$ cat src/sv/line_table_dedup_delta_encoder_assert.svh
// Assertion macros for the line table encoder.
`ifndef LINE_TABLE_DEDUP_DELTA_ENCODER_ASSERT_SVH
`define LINE_TABLE_DEDUP_DELTA_ENCODER_ASSERT_SVH

`ifndef ASSERT_OFF
`define LTDE_ASSERT_IMP(lbl, ante, cons, msg) \
  lbl: assert property (@(posedge clk_i) disable iff (!rst_ni) (ante) |-> (cons)) \
    else $error(msg);
`define LTDE_ASSERT_NXT(lbl, ante, cons, msg) \
  lbl: assert property (@(posedge clk_i) disable iff (!rst_ni) (ante) |=> (cons)) \
    else $error(msg);
`else
`define LTDE_ASSERT_IMP(lbl, ante, cons, msg)
`define LTDE_ASSERT_NXT(lbl, ante, cons, msg)
`endif

`endif

$ cat src/sv/ltde_pkg.sv
// Shared types, constants and functions of the line table encoder.
package ltde_pkg;

  localparam int unsigned BLOCK_ENTRIES = 64;
  localparam int unsigned FILL_W        = $clog2(BLOCK_ENTRIES);
  localparam int unsigned QUEUE_DEPTH   = 2;
  localparam int unsigned QIDX_W        = (QUEUE_DEPTH > 1) ? $clog2(QUEUE_DEPTH) : 1;
  localparam int unsigned QCNT_W        = $clog2(QUEUE_DEPTH + 1);
  localparam int unsigned VAL_W         = 32;
  localparam int unsigned NVAL          = 3;

  // One kept entry: values to encode and block header data
  typedef struct packed {
    logic                       blk_begin;
    logic [31:0]                first_addr;
    logic [31:0]                byte_offset;
    logic [NVAL-1:0][VAL_W-1:0] val;
  } ltde_entry_t;

  typedef struct packed {
    logic full;
    logic empty;
  } ltde_qstat_t;

  function automatic logic [VAL_W-1:0] zigzag(input logic [VAL_W-1:0] d);
    zigzag = {d[VAL_W-2:0], 1'b0} ^ {VAL_W{d[VAL_W-1]}};
  endfunction

  // Bytes taken by the ULEB128 form of v
  function automatic logic [2:0] uleb_len(input logic [VAL_W-1:0] v);
    if (v[31:28] != '0)      uleb_len = 3'd5;
    else if (v[27:21] != '0) uleb_len = 3'd4;
    else if (v[20:14] != '0) uleb_len = 3'd3;
    else if (v[13:7] != '0)  uleb_len = 3'd2;
    else                     uleb_len = 3'd1;
  endfunction

endpackage

$ cat src/sv/ltde_front.sv
// Front end: dedup, block tracking, delta and zigzag, byte position bookkeeping.
module ltde_front import ltde_pkg::*; (
  input  logic        clk_i,
  input  logic        rst_ni,
  input  logic        in_valid_i,
  output logic        in_ready_o,
  input  logic [31:0] code_offset_i,
  input  logic [15:0] file_index_i,
  input  logic [30:0] line_number_i,
  input  logic        new_table_i,
  input  ltde_qstat_t q_stat_i,
  output logic        push_o,
  output ltde_entry_t push_data_o
);

  logic [31:0]       kept_off_q, kept_off_d, eff_off;
  logic [15:0]       kept_file_q, kept_file_d, eff_file;
  logic [30:0]       kept_line_q, kept_line_d, eff_line;
  logic              have_q, have_d, eff_have;
  logic [FILL_W-1:0] fill_q, fill_d, eff_fill;
  logic [31:0]       cnt_q, cnt_d, eff_cnt;
  logic              accept, drop, blk_begin;
  logic [31:0]       d_addr, zz_file, zz_line;
  logic [3:0]        nbytes;

  assign in_ready_o = !q_stat_i.full;
  assign accept     = in_valid_i && in_ready_o;

  always_comb begin
    eff_off  = new_table_i ? '0 : kept_off_q;
    eff_file = new_table_i ? '0 : kept_file_q;
    eff_line = new_table_i ? '0 : kept_line_q;
    eff_have = new_table_i ? 1'b0 : have_q;
    eff_fill = new_table_i ? '0 : fill_q;
    eff_cnt  = new_table_i ? '0 : cnt_q;

    drop = eff_have && ((code_offset_i == eff_off) ||
                        ((file_index_i == eff_file) && (line_number_i == eff_line)));
    blk_begin = !eff_have || (eff_fill == '0);

    d_addr  = code_offset_i - eff_off;
    zz_file = zigzag({16'b0, file_index_i} - {16'b0, eff_file});
    zz_line = zigzag({1'b0, line_number_i} - {1'b0, eff_line});

    push_data_o.blk_begin   = blk_begin;
    push_data_o.first_addr  = code_offset_i;
    push_data_o.byte_offset = eff_cnt;
    if (blk_begin) begin
      push_data_o.val[0] = {16'b0, file_index_i};
      push_data_o.val[1] = {1'b0, line_number_i};
      push_data_o.val[2] = '0;
      nbytes = 4'(uleb_len({16'b0, file_index_i})) + 4'(uleb_len({1'b0, line_number_i}));
    end else begin
      push_data_o.val[0] = d_addr;
      push_data_o.val[1] = zz_file;
      push_data_o.val[2] = zz_line;
      nbytes = 4'(uleb_len(d_addr)) + 4'(uleb_len(zz_file)) + 4'(uleb_len(zz_line));
    end

    push_o = accept && !drop;

    kept_off_d  = kept_off_q;
    kept_file_d = kept_file_q;
    kept_line_d = kept_line_q;
    have_d      = have_q;
    fill_d      = fill_q;
    cnt_d       = cnt_q;
    if (accept) begin
      kept_off_d  = eff_off;
      kept_file_d = eff_file;
      kept_line_d = eff_line;
      have_d      = eff_have;
      fill_d      = eff_fill;
      cnt_d       = eff_cnt;
      if (!drop) begin
        kept_off_d  = code_offset_i;
        kept_file_d = file_index_i;
        kept_line_d = line_number_i;
        have_d      = 1'b1;
        cnt_d       = eff_cnt + 32'(nbytes);
        if (blk_begin) begin
          fill_d = FILL_W'(1);
        end else if (eff_fill == FILL_W'(BLOCK_ENTRIES - 1)) begin
          fill_d = '0;
        end else begin
          fill_d = eff_fill + FILL_W'(1);
        end
      end
    end
  end

  always_ff @(posedge clk_i or negedge rst_ni) begin
    if (!rst_ni) begin
      kept_off_q  <= '0;
      kept_file_q <= '0;
      kept_line_q <= '0;
      have_q      <= 1'b0;
      fill_q      <= '0;
      cnt_q       <= '0;
    end else begin
      kept_off_q  <= kept_off_d;
      kept_file_q <= kept_file_d;
      kept_line_q <= kept_line_d;
      have_q      <= have_d;
      fill_q      <= fill_d;
      cnt_q       <= cnt_d;
    end
  end

endmodule

$ cat src/sv/ltde_queue.sv
// Short queue of kept entries between front and back.
module ltde_queue import ltde_pkg::*; (
  input  logic        clk_i,
  input  logic        rst_ni,
  input  logic        push_i,
  input  ltde_entry_t push_data_i,
  input  logic        pop_i,
  output ltde_entry_t head_o,
  output ltde_qstat_t stat_o
);

  ltde_entry_t       slot_q [QUEUE_DEPTH];
  logic [QIDX_W-1:0] wr_q, wr_d, rd_q, rd_d;
  logic [QCNT_W-1:0] cnt_q, cnt_d;
  logic              do_push, do_pop;

  assign stat_o.full  = (cnt_q == QCNT_W'(QUEUE_DEPTH));
  assign stat_o.empty = (cnt_q == '0);
  assign do_push      = push_i && !stat_o.full;
  assign do_pop       = pop_i && !stat_o.empty;
  assign head_o       = slot_q[rd_q];

  always_comb begin
    wr_d  = wr_q;
    rd_d  = rd_q;
    cnt_d = cnt_q;
    if (do_push) begin
      wr_d = (wr_q == QIDX_W'(QUEUE_DEPTH - 1)) ? '0 : wr_q + QIDX_W'(1);
    end
    if (do_pop) begin
      rd_d = (rd_q == QIDX_W'(QUEUE_DEPTH - 1)) ? '0 : rd_q + QIDX_W'(1);
    end
    if (do_push && !do_pop) begin
      cnt_d = cnt_q + QCNT_W'(1);
    end else if (do_pop && !do_push) begin
      cnt_d = cnt_q - QCNT_W'(1);
    end
  end

  always_ff @(posedge clk_i or negedge rst_ni) begin
    if (!rst_ni) begin
      wr_q  <= '0;
      rd_q  <= '0;
      cnt_q <= '0;
    end else begin
      wr_q  <= wr_d;
      rd_q  <= rd_d;
      cnt_q <= cnt_d;
    end
  end

  always_ff @(posedge clk_i) begin
    if (do_push) begin
      slot_q[wr_q] <= push_data_i;
    end
  end

endmodule

$ cat src/sv/ltde_back.sv
// Back end: ULEB128 byte serialiser with registered output.
module ltde_back import ltde_pkg::*; (
  input  logic        clk_i,
  input  logic        rst_ni,
  input  ltde_entry_t head_i,
  input  ltde_qstat_t q_stat_i,
  output logic        pop_o,
  output logic        out_valid_o,
  input  logic        out_ready_i,
  output logic [7:0]  out_byte_o,
  output logic        block_begin_o,
  output logic [31:0] block_first_addr_o,
  output logic [31:0] block_byte_offset_o,
  output logic        last_byte_o
);

  logic             act_q, act_d;
  logic [VAL_W-1:0] cur_q, cur_d, nxt0_q, nxt0_d, nxt1_q, nxt1_d;
  logic [1:0]       rem_q, rem_d;
  logic             first_q, first_d, begin_q, begin_d;
  logic [31:0]      addr_q, addr_d, boff_q, boff_d;
  logic             ovalid_q, ovalid_d;
  logic [7:0]       obyte_q, obyte_d;
  logic             obb_q, obb_d, olast_q, olast_d;
  logic [31:0]      oaddr_q, oaddr_d, oboff_q, oboff_d;
  logic             advance, more, entry_done, load;

  assign advance    = !ovalid_q || out_ready_i;
  assign more       = (cur_q[VAL_W-1:7] != '0);
  assign entry_done = act_q && !more && (rem_q == '0);
  assign load       = advance && (!act_q || entry_done) && !q_stat_i.empty;
  assign pop_o      = load;

  always_comb begin
    act_d    = act_q;
    cur_d    = cur_q;
    nxt0_d   = nxt0_q;
    nxt1_d   = nxt1_q;
    rem_d    = rem_q;
    first_d  = first_q;
    begin_d  = begin_q;
    addr_d   = addr_q;
    boff_d   = boff_q;
    ovalid_d = ovalid_q;
    obyte_d  = obyte_q;
    obb_d    = obb_q;
    olast_d  = olast_q;
    oaddr_d  = oaddr_q;
    oboff_d  = oboff_q;

    if (advance) begin
      ovalid_d = act_q;
      if (act_q) begin
        obyte_d = {more, cur_q[6:0]};
        obb_d   = begin_q && first_q;
        oaddr_d = (begin_q && first_q) ? addr_q : '0;
        oboff_d = (begin_q && first_q) ? boff_q : '0;
        olast_d = entry_done;
        first_d = 1'b0;
        if (more) begin
          cur_d = cur_q >> 7;
        end else if (rem_q != '0) begin
          cur_d  = nxt0_q;
          nxt0_d = nxt1_q;
          rem_d  = rem_q - 2'd1;
        end else begin
          act_d = 1'b0;
        end
      end
    end

    if (load) begin
      act_d   = 1'b1;
      cur_d   = head_i.val[0];
      nxt0_d  = head_i.val[1];
      nxt1_d  = head_i.val[2];
      rem_d   = head_i.blk_begin ? 2'd1 : 2'd2;
      first_d = 1'b1;
      begin_d = head_i.blk_begin;
      addr_d  = head_i.first_addr;
      boff_d  = head_i.byte_offset;
    end
  end

  always_ff @(posedge clk_i or negedge rst_ni) begin
    if (!rst_ni) begin
      act_q    <= 1'b0;
      ovalid_q <= 1'b0;
    end else begin
      act_q    <= act_d;
      ovalid_q <= ovalid_d;
    end
  end

  always_ff @(posedge clk_i) begin
    cur_q   <= cur_d;
    nxt0_q  <= nxt0_d;
    nxt1_q  <= nxt1_d;
    rem_q   <= rem_d;
    first_q <= first_d;
    begin_q <= begin_d;
    addr_q  <= addr_d;
    boff_q  <= boff_d;
    obyte_q <= obyte_d;
    obb_q   <= obb_d;
    olast_q <= olast_d;
    oaddr_q <= oaddr_d;
    oboff_q <= oboff_d;
  end

  assign out_valid_o         = ovalid_q;
  assign out_byte_o          = obyte_q;
  assign block_begin_o       = obb_q;
  assign block_first_addr_o  = oaddr_q;
  assign block_byte_offset_o = oboff_q;
  assign last_byte_o         = olast_q;

endmodule

$ cat src/sv/line_table_dedup_delta_encoder.sv
// Line table encoder top level: front end, entry queue, byte serialiser.
//
// Input channel (in_valid_i/in_ready_o) takes one address-to-line entry per
// item. Entries repeating the last kept offset, or its file and line, are
// dropped and cause no output. Kept entries are packed in blocks of
// BLOCK_ENTRIES: a block head gives ULEB128 file and line, later entries
// give ULEB128 address delta and zigzag file and line deltas.
// Output channel (out_valid_o/out_ready_i) carries one stream byte per item,
// with block_begin_o, block start address and byte offset on a block's first
// byte and last_byte_o on the final byte of each entry.
// Throughput: one output byte per cycle from the serialiser while out_ready_i
// is high; a kept entry gives 2 to 13 bytes and a dropped entry gives none.
// The front end takes an entry per cycle while the two-slot queue has room.
// Path: an accepted entry is written into a queue slot, loaded into the
// serialiser registers, and its first byte then goes to the output register.
// Reset clears front end state, queue pointers and count, act and output valid flags.
// When the receiver stalls the output byte holds; the queue fills and then
// in_ready_o drops until the serialiser moves on.
`include "line_table_dedup_delta_encoder_assert.svh"

module line_table_dedup_delta_encoder import ltde_pkg::*; (
  input  logic        clk_i,
  input  logic        rst_ni,
  input  logic        in_valid_i,
  output logic        in_ready_o,
  input  logic [31:0] code_offset_i,
  input  logic [15:0] file_index_i,
  input  logic [30:0] line_number_i,
  input  logic        new_table_i,
  output logic        out_valid_o,
  input  logic        out_ready_i,
  output logic [7:0]  out_byte_o,
  output logic        block_begin_o,
  output logic [31:0] block_first_addr_o,
  output logic [31:0] block_byte_offset_o,
  output logic        last_byte_o
);

  ltde_qstat_t q_stat;
  ltde_entry_t push_data, head;
  logic        push, pop;

  ltde_front u_front (
    .clk_i         (clk_i),
    .rst_ni        (rst_ni),
    .in_valid_i    (in_valid_i),
    .in_ready_o    (in_ready_o),
    .code_offset_i (code_offset_i),
    .file_index_i  (file_index_i),
    .line_number_i (line_number_i),
    .new_table_i   (new_table_i),
    .q_stat_i      (q_stat),
    .push_o        (push),
    .push_data_o   (push_data)
  );

  ltde_queue u_queue (
    .clk_i       (clk_i),
    .rst_ni      (rst_ni),
    .push_i      (push),
    .push_data_i (push_data),
    .pop_i       (pop),
    .head_o      (head),
    .stat_o      (q_stat)
  );

  ltde_back u_back (
    .clk_i               (clk_i),
    .rst_ni              (rst_ni),
    .head_i              (head),
    .q_stat_i            (q_stat),
    .pop_o               (pop),
    .out_valid_o         (out_valid_o),
    .out_ready_i         (out_ready_i),
    .out_byte_o          (out_byte_o),
    .block_begin_o       (block_begin_o),
    .block_first_addr_o  (block_first_addr_o),
    .block_byte_offset_o (block_byte_offset_o),
    .last_byte_o         (last_byte_o)
  );

  `LTDE_ASSERT_IMP(a_no_push_when_full, push, !q_stat.full, "push into full queue")
  `LTDE_ASSERT_IMP(a_no_pop_when_empty, pop, !q_stat.empty, "pop from empty queue")
  `LTDE_ASSERT_NXT(a_entry_contiguous, out_valid_o && out_ready_i && !last_byte_o, out_valid_o, "gap inside an item's bytes")

endmodule

$ cat config.mk
export PLATFORM = sky130hd
export DESIGN_NAME = line_table_dedup_delta_encoder
export DESIGN_NICKNAME = d
export VERILOG_FILES = /design/src/sv/ltde_pkg.sv /design/src/sv/ltde_front.sv /design/src/sv/ltde_queue.sv /design/src/sv/ltde_back.sv /design/src/sv/line_table_dedup_delta_encoder.sv
export VERILOG_INCLUDE_DIRS = /design/src /design/src/sv
export SDC_FILE = /design/constraint.sdc
export NUM_CORES = 1
export LEC_CHECK = 0
export BUFFER_PORTS_ARGS = -buffer_cell sky130_fd_sc_hd__buf_4
export CAP_MARGIN = 20
export CORE_MARGIN = 10
export CORE_UTILIZATION = 40
export DETAILED_ROUTE_END_ITERATION = 8
export GPL_TIMING_DRIVEN = 0
export PLACE_DENSITY = 0.55
export SLEW_MARGIN = 10
export SYNTH_ARGS = -nofsm -noshare
export SYNTH_HDL_FRONTEND = slang
export SYNTH_SLANG_ARGS = --single-unit
$ cat constraint.sdc
create_clock -name clk_i -period 26.6 [get_ports clk_i]
set_clock_uncertainty 0.05 [all_clocks]
set_input_delay 3.99 -clock clk_i [delete_from_list [all_inputs] [get_ports clk_i]]
set_output_delay 3.99 -clock clk_i [all_outputs]
set_load 0.1 [all_outputs]
### Word level (Yosys, flattened, before mapping)

Memories as Yosys holds them, arrays and structs flattened.
Cells that the tools add are included.

| word-level totals | value |
|---|---|
| flip-flop bits (word level) | 362 |
| bits in writable memories | 322 |
| bits of input ports | 84 |
| word-level logic and storage cells | 169 |
| memories kept | 1 |

Memory list:

| name | depth | width | read ports | clocked after memory_dff | write ports | RTL line | text |
|---|---|---|---|---|---|---|---|
| u_queue.slot_q | 2 | 161 | 1 | 0 | 1 | ltde_queue.sv:12 | `ltde_entry_t slot_q [QUEUE_DEPTH];` |

| operators by class | value |
|---|---|
| add/sub/neg operators | 13 |
| equality and inequality tests | 6 |
| muxes and demuxes | 66 |
| bitwise gates (word level) | 2 |
| reductions and logical operators | 57 |

Operator list:

| operator | count |
|---|---|
| $mux W32 | 14 |
| $mux W96 | 1 |
| $reduce_bool A7 Y1 | 13 |
| $xor A32 B32 Y32 | 2 |
| $mux W31 | 2 |
| $mux W3 | 18 |
| $add A32 B4 Y32 | 1 |
| $eq A32 B32 Y1 | 1 |
| $mux W16 | 2 |
| $sub A31 B31 Y32 | 1 |
| $sub A32 B32 Y32 | 1 |
| $eq A31 B31 Y1 | 1 |
| $mux W2 | 13 |
| $reduce_bool A25 Y1 | 1 |
| $mux W6 | 4 |
| $sub A16 B16 Y17 | 1 |
| $eq A16 B16 Y1 | 1 |
| $logic_and A1 B1 Y1 | 13 |
| $reduce_bool A2 Y1 | 6 |
| $reduce_bool A4 Y1 | 3 |
| $mux W1 | 11 |
| $logic_not A1 Y1 | 9 |
| $add A3 B3 Y4 | 2 |
| $add A6 B1 Y6 const B | 1 |
| other kinds (15) | 22 |

### Longest topological paths before layout

| depth | value |
|---|---|
| word-level depth | 14 |
| gate-level depth with buffers | 34 |

### Cells and area by module

From an unflattened synthesis, not the netlist that was laid out.

| second synthesis, totals | value |
|---|---|
| cells, all modules | 2500 |
| area, all modules | 33320.7 um^2 |

Modules (own cells, without submodules):

| module | times used | cells an instance | area an instance (um^2) | seq. area each (um^2) |
|---|---|---|---|---|
| ltde_front | 1 | 1490 | 12280.5 | 2952.8 |
| ltde_queue | 1 | 520 | 12131.6 | 9769.4 |
| ltde_back | 1 | 490 | 8908.5 | 7186.9 |

### Worst setup path after synthesis

Ideal clock, no wire load.

| path | value |
|---|---|
| kind | input-to-reg |
| start | input port new_table_i |
| end | memory u_queue.slot_q[0][0] (netlist bit) (enable) |
| data arrival time | 16.810 ns |
| setup slack | 8.865 ns |
| stages on the path | 12 |
| path buffers | 5 |
| cell sequence | clkbuf_1 clkbuf_1 buf_1 clkbuf_1 nand2b_1 ha_1 clkbuf_1 nand4_1 nor4_1 nand4_1 a21oi_2 nor3_1 |

| on the way | value |
|---|---|
| word-level cells in the longest chain between the ends | 10 |

RTL lines:

| element | RTL line | text |
|---|---|---|
| start: declaration | line_table_dedup_delta_encoder.sv:29 | `input logic new_table_i,` |
| $mux W31 / $mux W16 (equally long branches) | ltde_front.sv:32, ltde_front.sv:31 |  |
| $eq A31 B31 Y1 / $eq A16 B16 Y1 (equally long branches) | ltde_front.sv:38 | `((file_index_i == eff_file) && (line_number_i == eff_line)));` |
| $logic_and A1 B1 Y1 | ltde_front.sv:38 |  |
| $logic_or A1 B1 Y1 | ltde_front.sv:37 | `drop = eff_have && ((code_offset_i == eff_off) \|\|` |
| $logic_and A1 B1 Y1 * | ltde_front.sv:37 |  |
| $logic_not A1 Y1 * | ltde_front.sv:60 | `push_o = accept && !drop;` |
| $logic_and A1 B1 Y1 * | ltde_front.sv:60 |  |
| $logic_and A1 B1 Y1 * | ltde_queue.sv:19 | `assign do_push = push_i && !stat_o.full;` |
| $mux W1 * | ltde_queue.sv:53 | `if (do_push) begin` |
| $mux W1 (implied by the code) * | ltde_queue.sv:54 | `slot_q[wr_q] <= push_data_i;` |
| end: declaration | ltde_queue.sv:12 |  |

Every way passes the cells marked *; elsewhere a longest branch is shown, timed or not.

### Final worst setup path

| path | value |
|---|---|
| start | input port new_table_i |
| end | register u_front.cnt_q[31] |

| on the way | value |
|---|---|
| word-level cells in the longest chain between the ends | 14 |

RTL lines:

| element | RTL line | text |
|---|---|---|
| $mux W16 | ltde_front.sv:31 | `eff_file = new_table_i ? '0 : kept_file_q;` |
| $sub A16 B16 Y17 | ltde_front.sv:42 | `zz_file = zigzag({16'b0, file_index_i} - {16'b0, eff_file});` |
| $xor A32 B32 Y32 | ltde_pkg.sv:26 | `zigzag = {d[VAL_W-2:0], 1'b0} ^ {VAL_W{d[VAL_W-1]}};` |
| $reduce_bool A7 Y1 | ltde_pkg.sv:34 | `else if (v[13:7] != '0) uleb_len = 3'd2;` |
| $mux W2 | ltde_pkg.sv:34 |  |
| $mux W3 | ltde_pkg.sv:33 | `else if (v[20:14] != '0) uleb_len = 3'd3;` |
| $mux W3 | ltde_pkg.sv:32 | `else if (v[27:21] != '0) uleb_len = 3'd4;` |
| $mux W3 | ltde_pkg.sv:31 | `if (v[31:28] != '0) uleb_len = 3'd5;` |
| $mux W3 | ltde_front.sv:48 | `if (blk_begin) begin` |
| $add A3 B3 Y4 | ltde_front.sv:57 | `nbytes = 4'(uleb_len(d_addr)) + 4'(uleb_len(zz_file)) + 4'(uleb_len(zz_line));` |
| $add A4 B3 Y4 | ltde_front.sv:57 |  |
| $mux W4 | ltde_front.sv:48 |  |
| $add A32 B4 Y32 | ltde_front.sv:80 | `cnt_d = eff_cnt + 32'(nbytes);` |
| $mux W32 * | ltde_front.sv:75 | `if (!drop) begin` |
| end signal: assignment | ltde_front.sv:106 | `cnt_q <= cnt_d;` |
| end: declaration | ltde_front.sv:21 | `logic [31:0] cnt_q, cnt_d, eff_cnt;` |

Every way passes the cells marked *; elsewhere a longest branch is shown, timed or not. The select of a mux whose other input is x is not followed.
A chain may end at the register's enable or synchronous reset.

==> impl_metrics.ini <==
[status]
outcome = finished clean

[placement]
placed_cell_area_um2 = 34800
dp_cells = 3676
dp_hpwl_um = 65300
port_buffers = 159
routabilityCongestion = 0.868

[die]
die_y_um = 303
io_pins = 160
die_w_um = 303
start_util_pct = 40.4
coreArea_um2 = 79000
fp-row-count = 103
dieArea_um2 = 91500

[routing]
ant_nets = 0
vias_per_cell = 5.35
drc = 0
firstDrtPassIters = 5
drt_wl_total_um = 86200
drtIter0Drc = 1411
dr_total_vias = 20400
routedWlPerCell_um = 22.6

[worst_setup_path]
worst_ep_required_time_ns = 27.05
r2r_cells = 27
path_max_fanout = 10
arrival_ns = 14.69
crit_slowest_cell = nor3b_1
critPathLaunchType = primary input
r2r_end = u_front.cnt_q[31]$_DFFE_PN0P_
rr_startpoint = u_front.kept_off_q[1]$_DFFE_PN0P_
max_stage_delay_ns = 0.94
crit_path_end_kind = flip-flop
reg2reg_slack_ns = 18.30
crit_type = in -> reg

[synth]
syn_area_um2 = 31900
synth_fp_nets = 2621
synth_commonest_cells = edfxtp_1 (557), nand2_1 (193), mux2_2 (179), dfrtp_1 (124), o21ai_0 (117)
yosysMostFrequentCell = edfxtp_1
synthFlopType = edfxtp_1
yosysWarnings = 0
yosysTopAreaCell = edfxtp_1
synth-edff-count = 557
syn_avg_cell_area_um2 = 13.1
ys_seq_elements = 682
yosysUniqueCellTypes = 87
synth_top_area_share_pct = 52.4
async_reset_ff_share_pct = 18.2
netlist_instances = 2439
ys_seq_area_share_pct = 62.2
synthTopCellsByArea = edfxtp_1 (52%), dfrtp_1 (9.7%), mux2_2 (6.3%)

[finish]
fillers = 7048
nets = 2885
num_antenna_cells = 0
multi_input_area_um2 = 11500
drive_gt1_share_pct = 18.6
final_util_pct = 47.0
seqCellArea_um2 = 19800
final_cells = 3809
syn2layout_area_growth_pct = 16.4
stdcell_area_um2 = 37200

[sta]
rsz0062_at_grt = false
min_period_ns = 14.24
finalHoldViolations = 0
period_share_pct = 53.5
relSlewSlack_pct = 26.1
slew_viol_final = 0
hold_ws_ns = 0.375
tightest_slew_ns = 1.11
finalSetupViolCount = 0
fmax_mhz = 70.2

[pwr]
power.density_nw_per_um2 = 111
power.leakage_nw = 14.0
ir_drop_v = 0.0000529

[global_route]
overflow = 0
grt_usage_pct = 18.6
antenna_found_initial = 6
grt_pass1_vias = 20800
grt_max_degree = 64
grt_pass1_wl_um = 129000

[cts]
htreeDepth = 3
cts_buffers = 75
cts_tree = yes
clkLatencyLatePin_ns = 0.62
clock_path_buffers = 3
post_cts_buffers = 0
cts-resized-gates = 0
cts.clk_slew.worst_paths_ns = 0.06
cts_sinks = 682
holdBufCountCts = 0
root_buffer = clkbuf_16

[worst_hold_path]
holdCritStartpoint = u_back.cur_q[3]$_DFFE_PP_
hold_path_class = reg -> reg
hold_path_end = u_back.out_byte_o[3]$_DFFE_PP_
holdPathStages = 0

[run]
maxCapViolations = 0
## placed cells by master, fill, tap and decap left out, types with 17 or more instances in the layout
| cell | count |
|---|---|
| xor2_1 | 56 |
| nor3_1 | 28 |
| o21ai_0 | 117 |
| nand3_1 | 42 |
| clkbuf_16 | 75 |
| and3_1 | 81 |
| and2_1 | 30 |
| inv_1 | 39 |
| mux2_2 | 179 |
| a211oi_1 | 33 |
| edfxtp_1 | 557 |
| nand2b_1 | 97 |
| ha_1 | 90 |
| nand4_1 | 31 |
| dfrtp_1 | 124 |
| nor2_1 | 109 |
| xnor2_1 | 91 |
| nand2_1 | 192 |
| clkbuf_1 | 113 |
| a21o_1 | 34 |
| mux2i_1 | 66 |
| nor2b_1 | 47 |
| nor4_1 | 17 |
| buf_4 | 172 |
| a21oi_1 | 99 |
## metrics by stage
stage / worst slack (ns) / TNS [ns] / total power, W
2_1_floorplan: 8.86 / 0 / 0.00272
3_3_place_gp: -0.402 / -61.04 / 0.00316
3_5_place_dp: 11.83 / 0 / 0.00315
4_1_cts: 12.44 / 0 / 0.00415
5_1_grt: 11.86 / 0 / 0.00433
6_report: 12.36 / 0 / 0.00411
## flip-flops by register name, summed over array words and instances (netlist names), 2 cells and up
name / flops
u_queue.slot_q: 320
u_back.addr_q: 32
u_back.block_byte_offset_o: 32
u_back.block_first_addr_o: 32
u_back.boff_q: 32
u_back.cur_q: 32
u_back.nxt0_q: 32
u_back.nxt1_q: 32
u_front.cnt_q: 32
u_front.kept_off_q: 32
u_front.kept_line_q: 31
u_front.kept_file_q: 16
u_back.out_byte_o: 8
u_front.fill_q: 6
u_back.rem_q: 2
u_queue.cnt_q: 2
## final cells by class
type / count / area share, %
repair buffers: 187 / 4.19
inverters: 42 / 0.431
multi-input cells: 1597 / 30.9
clock inverters: 42 / 0.940
flip-flops and latches: 682 / 53.4
well taps: 1050 / 3.54
clock buffers: 91 / 5.32
plain buffers: 118 / 1.25
## worst max-delay path by stage
stage                                 endpoint   startpoint  depth (start not counted)
5_1_grt          u_front.cnt_q[31]$_DFFE_PN0P_  new_table_i                         32
3_3_place_gp   u_queue.slot_q[0][61]$_DFFE_PP_  new_table_i                         13
3_5_place_dp     u_front.cnt_q[31]$_DFFE_PN0P_  new_table_i                         32
6_report         u_front.cnt_q[31]$_DFFE_PN0P_  new_table_i                         32
4_1_cts          u_front.cnt_q[31]$_DFFE_PN0P_  new_table_i                         32
2_1_floorplan   u_queue.slot_q[0][0]$_DFFE_PP_  new_table_i                         12
## metal layers
| layer | share of wire [%] | global-route usage, % | up-vias |
|---|---|---|---|
| met5 | 0.027 | 0 | - |
| met4 | 3.4 | 7.10 | 4 |
| met3 | 5.5 | 3.07 | 139 |
| met2 | 45 | 28.9 | 525 |
| met1 | 46 | 25.9 | 10100 |
| li1 | - | - | 9593 |
## report_power, final
group	internal (W)	switching, W
registers	0.00154	0.0000934
clock network	0.000570	0.000422
logic	0.000492	0.000999
## worst max-delay path: cells and delay by family
family | cells | cell delay [ns]
xor gates and xnor gates | 2 | 0.60
adders and majority gates | 5 | 1.74
and+or+nand+nor | 9 | 3.12
buffers and inverters | 7 | 3.16
AOI/OAI and AO/OA | 9 | 2.03
## cell families after synthesis
group / synth area share (%)
AND/OR/NAND/NOR: 11.4
flip-flops: 62.2
XOR/XNOR: 4.03
buffers and inverters: 1.93
adder cells (fa/ha/maj): 4.03
AO/OA/AOI/OAI: 8.10
multiplexers: 8.38
Power figures use the tool's default switching activity.
